===== src/sv/hpq_pkg.sv =====
// ----------------------------------------------------------------------------
// hpq_pkg
// Shared types and codes for the binary max-heap priority queue.
// ----------------------------------------------------------------------------
package hpq_pkg;

	localparam int WORD_W   = 32;
	localparam int COUNT_W  = 11;
	localparam int STATUS_W = 2;

	typedef logic signed [WORD_W-1:0] word_t;
	typedef logic [COUNT_W-1:0]       count_t;
	typedef logic [STATUS_W-1:0]      status_t;
	typedef logic                     op_t;

	// Operation codes carried by the op field.
	localparam op_t OP_INSERT = 1'b0;
	localparam op_t OP_REMOVE = 1'b1;

	// Result status codes.
	localparam status_t ST_OK    = 2'd0;
	localparam status_t ST_EMPTY = 2'd1;
	localparam status_t ST_FULL  = 2'd2;

	// Value answered by a removal from an empty heap.
	localparam word_t WORD_NEG_ONE = -32'sd1;

	// Sequencer states, one-hot.
	typedef enum logic [4:0] {
		S_IDLE = 5'b00001,
		S_POP  = 5'b00010,
		S_UP   = 5'b00100,
		S_DN   = 5'b01000,
		S_FIN  = 5'b10000
	} state_t;

endpackage


===== src/sv/hpq_ctrl.sv =====
// ----------------------------------------------------------------------------
// hpq_ctrl
// Sequencer for insert and remove: hole-based sift up and sift down over
// the heap memory, element count and the registered result word.
// ----------------------------------------------------------------------------
module hpq_ctrl #(
	parameter int CAPACITY = 1024
) (
	input  logic                                 clk,
	input  logic                                 arst_n,
	input  logic                                 in_valid,
	output logic                                 in_stall,
	input  hpq_pkg::op_t                         op,
	input  hpq_pkg::word_t                       value,
	output logic                                 out_valid,
	input  logic                                 out_stall,
	output hpq_pkg::word_t                       max_value,
	output hpq_pkg::status_t                     status,
	output hpq_pkg::count_t                      count,
	output logic                                 mem_we,
	output logic [$clog2(CAPACITY)-1:0]          mem_waddr,
	output hpq_pkg::word_t                       mem_wdata,
	output logic                                 mem_re,
	output logic [$clog2(CAPACITY)-1:0]          mem_raddr_a,
	output logic [$clog2(CAPACITY)-1:0]          mem_raddr_b,
	input  hpq_pkg::word_t                       mem_rdata_a,
	input  hpq_pkg::word_t                       mem_rdata_b
);
	import hpq_pkg::*;

	localparam int AW = $clog2(CAPACITY);
	localparam int CW = $clog2(CAPACITY + 1);
	localparam int PW = CW + 1;

	state_t          state_q, state_d;
	logic [CW-1:0]   cnt_q, cnt_d;
	logic [CW-1:0]   p_q, p_d;
	word_t           v_q, v_d;

	logic            out_valid_q;
	word_t           max_q;
	status_t         status_q;
	count_t          count_q;

	logic            load;
	word_t           ld_max;
	status_t         ld_status;
	logic [CW-1:0]   ld_count;

	logic            accept;
	logic [CW-1:0]   cnt_inc, cnt_dec, p_half;
	logic            up_gt;
	logic [PW-1:0]   child_l, child_r, best_pos, grand;
	logic            right_ok, take_l, take_r;
	word_t           pick, best_val;

	// Items are taken only between operations, and only when the result word can be loaded.
	assign in_stall = (state_q != S_IDLE) || (out_valid_q && out_stall);
	assign accept   = in_valid && !in_stall;

	assign cnt_inc = cnt_q + 1'b1;
	assign cnt_dec = cnt_q - 1'b1;
	assign p_half  = p_q >> 1;

	// Sift up compare: the new value against the parent just read.
	assign up_gt = v_q > mem_rdata_a;

	// Sift down choice: left child if larger than the moving value, then right if larger still.
	assign child_l  = {p_q, 1'b0};
	assign child_r  = {p_q, 1'b1};
	assign right_ok = child_r <= PW'(cnt_q);
	assign take_l   = mem_rdata_a > v_q;
	assign pick     = take_l ? mem_rdata_a : v_q;
	assign take_r   = right_ok && (mem_rdata_b > pick);
	assign best_pos = take_r ? child_r : child_l;
	assign best_val = take_r ? mem_rdata_b : mem_rdata_a;
	assign grand    = {best_pos[CW-1:0], 1'b0};

	// Next-state and memory access logic.
	always_comb begin
		state_d     = state_q;
		cnt_d       = cnt_q;
		p_d         = p_q;
		v_d         = v_q;
		load        = 1'b0;
		ld_max      = '0;
		ld_status   = ST_OK;
		ld_count    = cnt_q;
		mem_we      = 1'b0;
		mem_waddr   = AW'(p_q - 1'b1);
		mem_wdata   = v_q;
		mem_re      = 1'b0;
		mem_raddr_a = '0;
		mem_raddr_b = '0;
		unique case (state_q)
			S_IDLE: begin
				if (accept) begin
					if (op == OP_INSERT) begin
						if (cnt_q >= CW'(CAPACITY)) begin
							load      = 1'b1;
							ld_status = ST_FULL;
						end else begin
							load     = 1'b1;
							ld_count = cnt_inc;
							cnt_d    = cnt_inc;
							v_d      = value;
							p_d      = cnt_inc;
							if (cnt_q != '0) begin
								mem_re      = 1'b1;
								mem_raddr_a = AW'((cnt_inc >> 1) - 1'b1);
								state_d     = S_UP;
							end else begin
								state_d = S_FIN;
							end
						end
					end else begin
						if (cnt_q == '0) begin
							load      = 1'b1;
							ld_max    = WORD_NEG_ONE;
							ld_status = ST_EMPTY;
						end else begin
							mem_re      = 1'b1;
							mem_raddr_a = '0;
							mem_raddr_b = AW'(cnt_dec);
							state_d     = S_POP;
						end
					end
				end
			end
			S_POP: begin
				load     = 1'b1;
				ld_max   = mem_rdata_a;
				ld_count = cnt_dec;
				cnt_d    = cnt_dec;
				v_d      = mem_rdata_b;
				p_d      = CW'(1);
				if (cnt_dec >= CW'(2)) begin
					mem_re      = 1'b1;
					mem_raddr_a = AW'(1);
					mem_raddr_b = AW'(2);
					state_d     = S_DN;
				end else if (cnt_dec == CW'(1)) begin
					state_d = S_FIN;
				end else begin
					state_d = S_IDLE;
				end
			end
			S_UP: begin
				mem_we = 1'b1;
				if (!up_gt) begin
					mem_wdata = v_q;
					state_d   = S_IDLE;
				end else begin
					mem_wdata = mem_rdata_a;
					p_d       = p_half;
					if (p_half > CW'(1)) begin
						mem_re      = 1'b1;
						mem_raddr_a = AW'((p_half >> 1) - 1'b1);
					end else begin
						state_d = S_FIN;
					end
				end
			end
			S_DN: begin
				mem_we = 1'b1;
				if (!take_l && !take_r) begin
					mem_wdata = v_q;
					state_d   = S_IDLE;
				end else begin
					mem_wdata = best_val;
					p_d       = best_pos[CW-1:0];
					if (grand <= PW'(cnt_q)) begin
						mem_re      = 1'b1;
						mem_raddr_a = AW'(grand - 1'b1);
						mem_raddr_b = AW'(grand);
					end else begin
						state_d = S_FIN;
					end
				end
			end
			S_FIN: begin
				mem_we  = 1'b1;
				state_d = S_IDLE;
			end
			default: begin
				state_d = S_IDLE;
			end
		endcase
	end

	// Control registers.
	always_ff @(posedge clk or negedge arst_n) begin
		if (!arst_n) begin
			state_q     <= S_IDLE;
			cnt_q       <= '0;
			out_valid_q <= 1'b0;
		end else begin
			state_q <= state_d;
			cnt_q   <= cnt_d;
			if (load) begin
				out_valid_q <= 1'b1;
			end else if (!out_stall) begin
				out_valid_q <= 1'b0;
			end
		end
	end

	// Working registers and the result word.
	always_ff @(posedge clk) begin
		p_q <= p_d;
		v_q <= v_d;
		if (load) begin
			max_q    <= ld_max;
			status_q <= ld_status;
			count_q  <= count_t'(ld_count);
		end
	end

	assign out_valid = out_valid_q;
	assign max_value = max_q;
	assign status    = status_q;
	assign count     = count_q;

endmodule


===== config.mk =====
export PLATFORM = sky130hd
export DESIGN_NAME = hpq_ctrl
export DESIGN_NICKNAME = d
export VERILOG_FILES = /design/src/sv/hpq_pkg.sv /design/src/sv/hpq_ctrl.sv
export SDC_FILE = /design/constraint.sdc
export NUM_CORES = 1
export LEC_CHECK = 0
export BUFFER_PORTS_ARGS = -buffer_cell sky130_fd_sc_hd__buf_4
export CAP_MARGIN = 0
export CORE_MARGIN = 10
export CORE_UTILIZATION = 55
export DETAILED_ROUTE_END_ITERATION = 8
export PLACE_DENSITY_LB_ADDON = 0.05
export SKIP_LAST_GASP = 1
export SYNTH_ARGS = -nofsm -noshare
export SYNTH_HDL_FRONTEND = slang
export SYNTH_SLANG_ARGS = --single-unit

===== constraint.sdc =====
create_clock -name clk -period 8.4 [get_ports clk]
set_clock_uncertainty 0.2 [all_clocks]
set_input_delay 0.42 -clock clk [delete_from_list [all_inputs] [get_ports clk]]
set_output_delay 0.42 -clock clk [all_outputs]
set_load 0.05 [all_outputs]

==> results of run 1 <==
[per-stage QoR]
stage	util, %	total power, mW	std cells	instance area [um2]	worst slack, ns
floorplan	-	2.03	945	8720	1.56
global placement	67.6	2.56	1324	10400	1.22
detailed placement	67.6	2.56	1324	10400	0.951
CTS	69.6	2.99	1341	10700	0.645
global route	69.6	3.17	1341	10700	0.00181
finish	69.6	3.01	1341	10700	0.500
[worst max-delay path: cells and delay by family, from the launching register on]
| kind | cells | cell delay (ns) |
|---|---|---|
| simple gates | 8 | 2.31 |
| flops | 1 | 0.38 |
| fa+ha+maj | 3 | 0.79 |
| mux | 1 | 0.17 |
| compound gates | 11 | 2.43 |
| buf+inv | 5 | 0.82 |
[registers in the layout (all words and copies together) (netlist names)]
name and flops:
out_valid 1, count 11, max_value 32, v_q 32, status 2, cnt_q 11, p_q 11, state_q 5
[metal layers]
metal / up-vias / GRT usage (%)
met5: - / 0
met4: 0 / 6.22
li1: 3892 / -
met3: 36 / 6.55
met2: 442 / 40.4
met1: 3917 / 37.2
[Yosys cell counts, types with 3 or more instances]
master and n:
a211oi_1 6, clkbuf_1 35, or3_1 8, a21o_1 44
nor3_1 21, a222oi_1 23, and3_1 11, nor2_1 31
o22ai_1 7, o21ai_1 23, and2_1 5, nor4_1 3
nand2b_1 8, a21oi_1 36, xor2_1 7, buf_2 11
nand3_1 28, o21ai_0 31, xnor2_1 42, o221ai_1 11
nand4_1 21, mux2i_1 29, o211ai_1 4, a22oi_1 12
nand2_1 147, o22a_1 6, edfxtp_1 88, dfrtp_1 16
nor2b_1 8, a221o_1 8, buf_6 7, o2bb2ai_1 4
ha_1 93, a2111oi_0 3, nand3b_1 5, and4_1 6
inv_1 58
[power by group through the flow]
stage	combinational, mW	sequential (mW)	clock [mW]
after global routing	1.81	0.917	0.450
final	1.68	0.903	0.426
after global placement	1.65	0.906	0
after floorplan	1.08	0.948	0
after CTS	1.66	0.895	0.431
after detailed placement	1.65	0.904	0
[how the worst min path moves through the flow]
| stage | to | slack, ns | depth (start not counted) |
|---|---|---|---|
| global placement | cnt_q[7] | 0.1 | 1 |
| global route | v_q[20] | 0.13 | 3 |
| detailed placement | cnt_q[5] | 0.10 | 1 |
| finish | v_q[8] | 0.12 | 3 |
| floorplan | cnt_q[0] | -0.08 | 0 |
| CTS | v_q[8] | 0.11 | 3 |
[cell families (layout without fill, tap and decap cells)]
logic type               after synthesis  count (layout)  share of synthesized area [%]
adder cells (fa/ha/maj)               93              93                           13.3
multiplexers                          31              31                           3.65
buffers and inverters                113             298                           5.63
AND/OR/NAND/NOR                      314             314                           17.4
flip-flops                           105             105                           35.2
XOR/XNOR                              49              49                           4.92
AO/OA/AOI/OAI                        240             240                           19.8
[final cells by class]
| class | count | area (um2) | area share [%] |
|---|---|---|---|
| clock buffers | 9 | 225 | 2.11 |
| clock inverters | 7 | 67.6 | 0.632 |
| inverters | 58 | 218 | 2.04 |
| multi-input cells | 727 | 5170 | 48.3 |
| flip-flops and latches | 105 | 3070 | 28.7 |
| well taps | 211 | 264 | 2.47 |
| repair buffers | 224 | 1680 | 15.7 |
==> flow_metrics.py, run 1 <==
metrics = {
    "pwr": {
        "p_sw_mw": 1.51,
        "p_leak_nw": 5.01,
        "seqPwrFrac_pct": 30.0,
        "p_sw_share_pct": 50.1,
        "power_density_nw_per_um2": 281,
        "power.internal_mw": 1.50,
        "ir_drop_v": 0.000289,
        "pwr-share-comb_pct": 55.8,
        "clock_power_share_pct": 14.2,
    },
    "die": {
        "die_h_um": 146,
        "row_count": 45,
        "initial_core_util_pct": 56.7,
        "ios": 212,
        "core-area_um2": 15400,
        "chipWidth_um": 146,
        "die_area_um2": 21300,
    },
    "drt": {
        "via_per_inst": 6.18,
        "post_drt_wl_per_cell_um": 21.9,
        "top_layer": "met4",
        "num_vias": 8287,
        "dr_wl_met2_um": 12800,
        "wl_um": 29400,
        "drc": 0,
        "drt_iter0_drc": 979,
        "ant_nets": 0,
        "firstDrtPassIters": 7,
        "wl_met1_um": 13000,
        "wl_met3_um": 3150,
    },
    "setup_path": {
        "reg2reg_from": "v_q[9]",
        "startpoint_type": "flop",
        "crit_start": "v_q[9]",
        "slowest_delay_ns": 0.61,
        "crit_type": "flop to primary output",
        "crit_slowest_cell": "nor4_1",
        "worst-endpoint-required_ns": 7.78,
        "arrival_ns": 7.28,
        "cp-endpoint": "mem_raddr_a[2]",
        "r2r_end": "state_q[3]",
        "r2r_slack_ns": 1.71,
        "reg2regPathDepth": 27,
        "crit_path_end_kind": "primary output",
        "crit_fanout": 17,
    },
    "yosys": {
        "synth-seq-area-share_pct": 35.2,
        "ys_types": 68,
        "synth.largest_area_cell": "edfxtp_1",
        "synthTopCellsByArea": "edfxtp_1, ha_1, nand2_1",
        "synth_top_area_share_pct": 30.3,
        "synth_area_per_cell_um2": 9.22,
        "synth_edf_count": 88,
        "synth_nets": 1139,
        "yosysWarnings": 0,
        "ys.flop_type": "edfxtp_1",
        "async_flop_share_pct": 16.2,
        "synth_cells": 945,
        "syn-cell-area_um2": 8720,
        "ys_seq_elements": 105,
    },
    "cts": {
        "clkLatencyLatePin_ns": 0.36,
        "cts_tree": "yes",
        "cts_buffer_depth": 2,
        "cts_hold_buf": 1,
        "post_cts_buffers": 0,
        "clk_transition_reported_paths_ns": 0.08,
        "clkSinkCount": 105,
        "cts-buffers-inserted": 9,
        "htree_num_levels": 3,
        "ctsResizeCount": 0,
        "root_buffer": "clkbuf_16",
    },
    "sta": {
        "grt_setup_unrepaired": "no",
        "relSlewSlack_pct": 19.6,
        "fin_crit_sh_pct": 94.0,
        "min_period_ns": 7.90,
        "setup_viol": 0,
        "fin_hold_ws_ns": 0.116,
        "final-hold-violation-count": 0,
        "tightest_slew_ns": 1.20,
        "fmax_mhz": 127,
        "fin_setup_tns_ns": 0,
        "drv_slew": 0,
    },
    "placement": {
        "dp_hpwl_um": 22300,
        "place.gp.congestion": 0.958,
        "numPortBuffers": 211,
    },
    "finish": {
        "finalNetCount": 1319,
        "n_fill_cell": 1301,
        "diodes": 0,
        "final_common_cell": "buf_4",
        "area_delta_synth_final_pct": 22.7,
        "mostFrequentLayoutCells": "buf_4, nand2_1, ha_1",
        "drive_gt1_share_pct": 22.7,
    },
    "job": {
        "drv_cap": 0,
    },
    "global_route": {
        "grt_max_degree": 63,
        "gr-total-overflow": 0,
        "antenna_found_initial": 0,
        "grt_pass1_wl_um": 46200,
        "grt_usage_pct": 26.6,
        "grt_pass1_vias": 8217,
    },
    "status": {
        "status": "completed",
    },
    "worst_hold_path": {
        "worstHoldStart": "value[8]",
        "hold_path_class": "input port to flop",
    },
}
Power figures use the tool's default switching activity.
==> run 2, diff against run 1 <==
- CORE_UTILIZATION: 55 -> 35
- PLACE_DENSITY_LB_ADDON: 0.05 -> default
==> run 2 against run 1 <==
Register-to-register slack lost 0.11 ns. Non-clock buffer count is the same. Clock power grew 1%. Combinational power is essentially flat. Count of clock-buffer cells in the layout is the same. Global-route usage shrank 7.0 points. Core utilization shrank 25 points. Die area grew 49%. Sequential cell count is the same. Critical path type unchanged.
==> flow_metrics.py, run 2 (same netlist as run 1, synthesis figures left out) <==
metrics = {
    "sta": {
        "fin_crit_sh_pct": 94.0,
        "tightest_slew_ns": 1.07,
        "drv_slew": 0,
        "grt_setup_unrepaired": "no",
        "final-hold-violation-count": 0,
        "setup_viol": 0,
        "min_period_ns": 7.90,
        "fmax_mhz": 127,
        "fin_setup_tns_ns": 0,
        "layout_setup_ws_ns": 0.503,
        "relSlewSlack_pct": 28.6,
    },
    "die": {
        "chipWidth_um": 178,
        "die_area_um2": 31600,
        "ios": 212,
        "initial_core_util_pct": 35.7,
        "row_count": 57,
        "core-area_um2": 24400,
        "die_h_um": 178,
    },
    "finish": {
        "area_delta_synth_final_pct": 24.4,
        "n_fill_cell": 2418,
        "final_cells": 1454,
        "finalNetCount": 1319,
        "mostFrequentLayoutCells": "buf_4, nand2_1, ha_1",
        "drive_gt1_share_pct": 22.7,
        "diodes": 0,
        "final_common_cell": "buf_4",
        "final_area_um2": 10800,
    },
    "cts": {
        "cts_tree": "yes",
        "root_buffer": "clkbuf_16",
        "htree_num_levels": 3,
        "clkSinkCount": 105,
        "post_cts_buffers": 0,
        "cts-buffers-inserted": 9,
        "cts_buffer_depth": 2,
        "clk_transition_reported_paths_ns": 0.08,
        "clkLatencyLatePin_ns": 0.36,
    },
    "setup_path": {
        "arrival_ns": 7.28,
        "reg2reg_from": "v_q[13]",
        "reg2regPathDepth": 24,
        "crit_fanout": 21,
        "r2r_slack_ns": 1.60,
        "r2r_end": "state_q[4]",
        "crit_path_end_kind": "primary output",
        "crit_type": "flop to primary output",
        "startpoint_type": "flop",
        "crit_start": "v_q[13]",
        "cp-endpoint": "mem_raddr_a[2]",
        "worst-endpoint-required_ns": 7.78,
    },
    "drt": {
        "via_per_inst": 5.67,
        "drt_iter0_drc": 768,
        "num_vias": 8237,
        "drc": 0,
        "post_drt_wl_per_cell_um": 21.8,
        "wl_um": 31800,
        "ant_nets": 0,
        "firstDrtPassIters": 6,
    },
    "global_route": {
        "grt_max_degree": 60,
        "grt_pass1_vias": 8197,
        "gr-total-overflow": 0,
        "grt_usage_pct": 19.6,
        "grt_pass1_wl_um": 48700,
        "antenna_found_initial": 1,
    },
    "worst_hold_path": {
        "holdPathStages": 3,
        "hold_path_class": "input port to flop",
    },
    "status": {
        "status": "completed",
    },
    "placement": {
        "place.gp.congestion": 0.949,
        "numPortBuffers": 211,
        "place_inst": 1437,
        "place_ws_ns": 0.787,
        "placed_area_um2": 10500,
        "dp_hpwl_um": 24400,
    },
    "pwr": {
        "power_density_nw_per_um2": 280,
        "total_power_mw": 3.03,
        "p_leak_nw": 5.02,
        "ir_drop_v": 0.000149,
    },
    "job": {
        "drv_cap": 0,
    },
}
run 2: cell types whose count changed in the layout (fill, tap and decap cells not counted):
| cell | delta |
|---|---|
| nor4_2 | +1 |
| clkinvlp_4 | -1 |
| clkinv_4 | +1 |
| nor4_1 | -1 |
run 2: routing by layer:
layer,vias to the layer above,routed length [um],GRT usage [%]
met2,375,14400,31.5
met1,3923,13900,25.9
met5,-,20,0
li1,3896,-,-
met4,2,615,4.79
met3,41,2760,4.84
run 2: power by group:
| group | internal [mW] | switching, mW | total (mW) |
|---|---|---|---|
| Combinational | 0.569 | 1.12 | 1.69 |
| Sequential | 0.724 | 0.184 | 0.908 |
| Clock | 0.211 | 0.220 | 0.431 |
run 2: how the worst min path moves through the flow:
stage	startpoint	to	slack, ns
after global placement	arst_n	out_valid	0.10
after detailed placement	arst_n	out_valid	0.10
final	value[9]	v_q[9]	0.12
after CTS	value[9]	v_q[9]	0.11
after floorplan	arst_n	cnt_q[0]	-0.08
after global routing	value[28]	v_q[28]	0.12
run 2: final cells by class:
cell class / instances / area, um2 / share of cell area, %
Multi-Input combinational cell: 727 / 5170 / 47.7
Sequential cell: 105 / 3070 / 28.3
Timing Repair Buffer: 224 / 1680 / 15.5
Inverter: 58 / 218 / 2.01
Clock buffer: 9 / 225 / 2.08
Tap cell: 324 / 405 / 3.74
Clock inverter: 7 / 68.8 / 0.635
run 2: stage by stage:
step / hold slack (ns) / util (%)
finish: 0.120 / 44.5
global route: 0.117 / 44.5
CTS: 0.111 / 44.4
detailed placement: 0.101 / 43.2
global placement: 0.100 / 43.2
floorplan: -0.0756 / -
run 2: timing repair:
| action | CTS | global route |
|---|---|---|
| hold buffers | 1 | 0 |
| resized for setup | 0 | 1 |
| setup endpoints to repair | 0 | 7 |
| endpoints found under the hold margin | 17 | 0 |
run 2: worst max-delay path, cell delays in order (launching register included):
cell and delay (ns):
edfxtp_1 0.39, inv_1 0.06, ha_1 0.29, nand4_1 0.19, or4_1 0.61, a21oi_1 0.20
o311ai_2 0.17, a41oi_4 0.28, nand2b_2 0.48, buf_4 0.37, mux2i_1 0.23, ha_1 0.28
nand2_1 0.08, nor4_1 0.08, a21boi_1 0.15, o41ai_1 0.44, a311o_1 0.38, inv_1 0.09
ha_1 0.19, a21o_1 0.15, a21o_1 0.17, a21oi_1 0.14, nor2b_1 0.06, o21ai_0 0.15
a31o_2 0.22, nand3_1 0.40, o21ai_0 0.41, buf_4 0.26
==> run 3, diff against run 2 <==
- CORE_ASPECT_RATIO: default -> 0.8
==> run 3 against run 2 <==
Routed wire length is 3.1% higher. Sequential power shrank 1%. Sequential cell count did not move. Non-clock buffer count unchanged. Fmax grew 1.9%. Count of clock-buffer cells in the layout is 1 higher. Global-route usage rose by 0.31 points. Clock power grew 4.6%. Core utilization about the same.
==> flow_metrics.py, run 3 (same netlist as run 1, synthesis figures left out) <==
metrics = {
    "finish": {
        "final_common_cell": "buf_4",
        "multi_input_area_um2": 5190,
        "final_area_um2": 10900,
        "drive_gt1_share_pct": 22.8,
        "area_delta_synth_final_pct": 24.6,
        "diodes": 0,
        "area.sequential_um2": 3070,
        "mostFrequentLayoutCells": "buf_4, nand2_1, ha_1",
        "final_cells": 1448,
        "n_fill_cell": 2422,
        "finalNetCount": 1319,
    },
    "placement": {
        "placed_area_um2": 10500,
        "place_inst": 1431,
        "place.gp.congestion": 0.920,
        "dp_hpwl_um": 24900,
        "numPortBuffers": 211,
    },
    "pwr": {
        "total_power_mw": 3.06,
        "pwr-share-comb_pct": 56.0,
        "p_sw_share_pct": 50.3,
        "power.internal_mw": 1.52,
        "clock_power_share_pct": 14.7,
        "seqPwrFrac_pct": 29.3,
        "ir_drop_v": 0.000143,
        "p_leak_nw": 5.02,
        "power_density_nw_per_um2": 282,
        "p_sw_mw": 1.54,
    },
    "setup_path": {
        "crit_fanout": 19,
        "reg2reg_from": "v_q[31]",
        "arrival_ns": 7.13,
        "reg2regPathDepth": 24,
        "slowest_delay_ns": 0.48,
        "worst-endpoint-required_ns": 7.78,
        "crit_start": "v_q[31]",
        "cp-endpoint": "mem_raddr_b[6]",
        "r2r_end": "state_q[4]",
        "timing.critical_path.mode_cell": "ha_1",
        "r2r_slack_ns": 1.69,
        "crit_type": "flop to primary output",
        "startpoint_type": "flop",
        "crit_slowest_cell": "and3_1",
        "crit_path_end_kind": "primary output",
    },
    "cts": {
        "clkLatencyLatePin_ns": 0.37,
        "clkSinkCount": 105,
        "post_cts_buffers": 0,
        "cts-buffers-inserted": 9,
        "root_buffer": "clkbuf_16",
        "clk_transition_reported_paths_ns": 0.08,
        "cts_tree": "yes",
        "htree_num_levels": 3,
        "cts_buffer_depth": 2,
    },
    "die": {
        "chipWidth_um": 196,
        "row_count": 51,
        "core-area_um2": 24400,
        "ios": 212,
        "die_area_um2": 31700,
        "initial_core_util_pct": 35.7,
        "die_h_um": 161,
    },
    "drt": {
        "drc": 0,
        "wl_um": 32700,
        "post_drt_wl_per_cell_um": 22.6,
        "num_vias": 8151,
        "drt_iter0_drc": 789,
        "firstDrtPassIters": 6,
        "via_per_inst": 5.63,
        "ant_nets": 0,
    },
    "sta": {
        "fin_setup_tns_ns": 0,
        "drv_slew": 0,
        "final-hold-violation-count": 0,
        "tightest_slew_ns": 1.11,
        "grt_setup_unrepaired": "no",
        "fmax_mhz": 129,
        "fin_crit_sh_pct": 92.2,
        "min_period_ns": 7.75,
        "relSlewSlack_pct": 25.8,
        "setup_viol": 0,
    },
    "global_route": {
        "grt_max_degree": 67,
        "antenna_found_initial": 1,
        "grt_pass1_wl_um": 49600,
        "gr-total-overflow": 0,
        "grt_usage_pct": 20.0,
        "grt_pass1_vias": 7971,
    },
    "worst_hold_path": {
        "hold_path_class": "input port to flop",
    },
    "job": {
        "drv_cap": 0,
    },
    "status": {
        "status": "completed",
    },
}
==> run 3: worst min-delay path by stage <==
| stage | from | to | slack (ns) | depth (start not counted) |
|---|---|---|---|---|
| 2_1_floorplan | arst_n | cnt_q[0] | -0.08 | 0 |
| 3_3_place_gp | arst_n | out_valid | 0.10 | 1 |
| 3_5_place_dp | arst_n | out_valid | 0.11 | 1 |
| 4_1_cts | value[10] | v_q[10] | 0.10 | 3 |
| 5_1_grt | value[8] | v_q[8] | 0.11 | 3 |
| 6_report | value[10] | v_q[10] | 0.11 | 3 |
==> run 3: cell type report <==
class,count,area share [%]
Sequential cell,105,28.3
Timing Repair Buffer,224,15.5
Clock buffer,10,2.30
Clock inverter,6,0.472
Tap cell,318,3.66
Inverter,58,2.00
Multi-Input combinational cell,727,47.8
==> run 3: per-layer routing <==
layer	share of wire [%]	vias to the layer above	wire length [um]	track usage, %
met5	0	-	0	0
met4	1.2	0	409	3.92
met3	8.7	23	2850	5.46
met2	42	333	13800	29.2
met1	48	3898	15700	28.6
li1	-	3897	-	-
==> run 3: metrics by stage <==
stage                     setup WS (ns)  utilization, %  hold slack (ns)
after floorplan                    1.56               -          -0.0756
after global placement            0.655            43.1            0.105
after detailed placement          0.477            43.1            0.111
after CTS                         0.215            44.4            0.102
after global routing              0.133            44.4            0.106
final                             0.652            44.4            0.112
==> run 3: repair_timing <==
| item | CTS | global route |
|---|---|---|
| resized for setup | 0 | 5 |
| hold buffers | 1 | 0 |
| endpoints found under the setup margin | 0 | 13 |
| hold endpoints to repair | 17 | 0 |
==> run 3: worst max-delay path, delay by kind of cell (launching register included) <==
kind	cells	cell delay [ns]
buffers and inverters	4	0.68
adders and majority gates	3	0.95
AOI/OAI and AO/OA	9	2.09
muxes	1	0.28
and+or+nand+nor	10	2.40
DFF	1	0.35
==> run 3: power by group through the flow <==
stage / Sequential, mW / Clock, mW / Combinational (mW)
2_1_floorplan: 0.948 / 0 / 1.08
3_3_place_gp: 0.901 / 0 / 1.70
3_5_place_dp: 0.901 / 0 / 1.70
4_1_cts: 0.892 / 0.458 / 1.71
5_1_grt: 0.916 / 0.476 / 1.85
6_report: 0.897 / 0.451 / 1.71
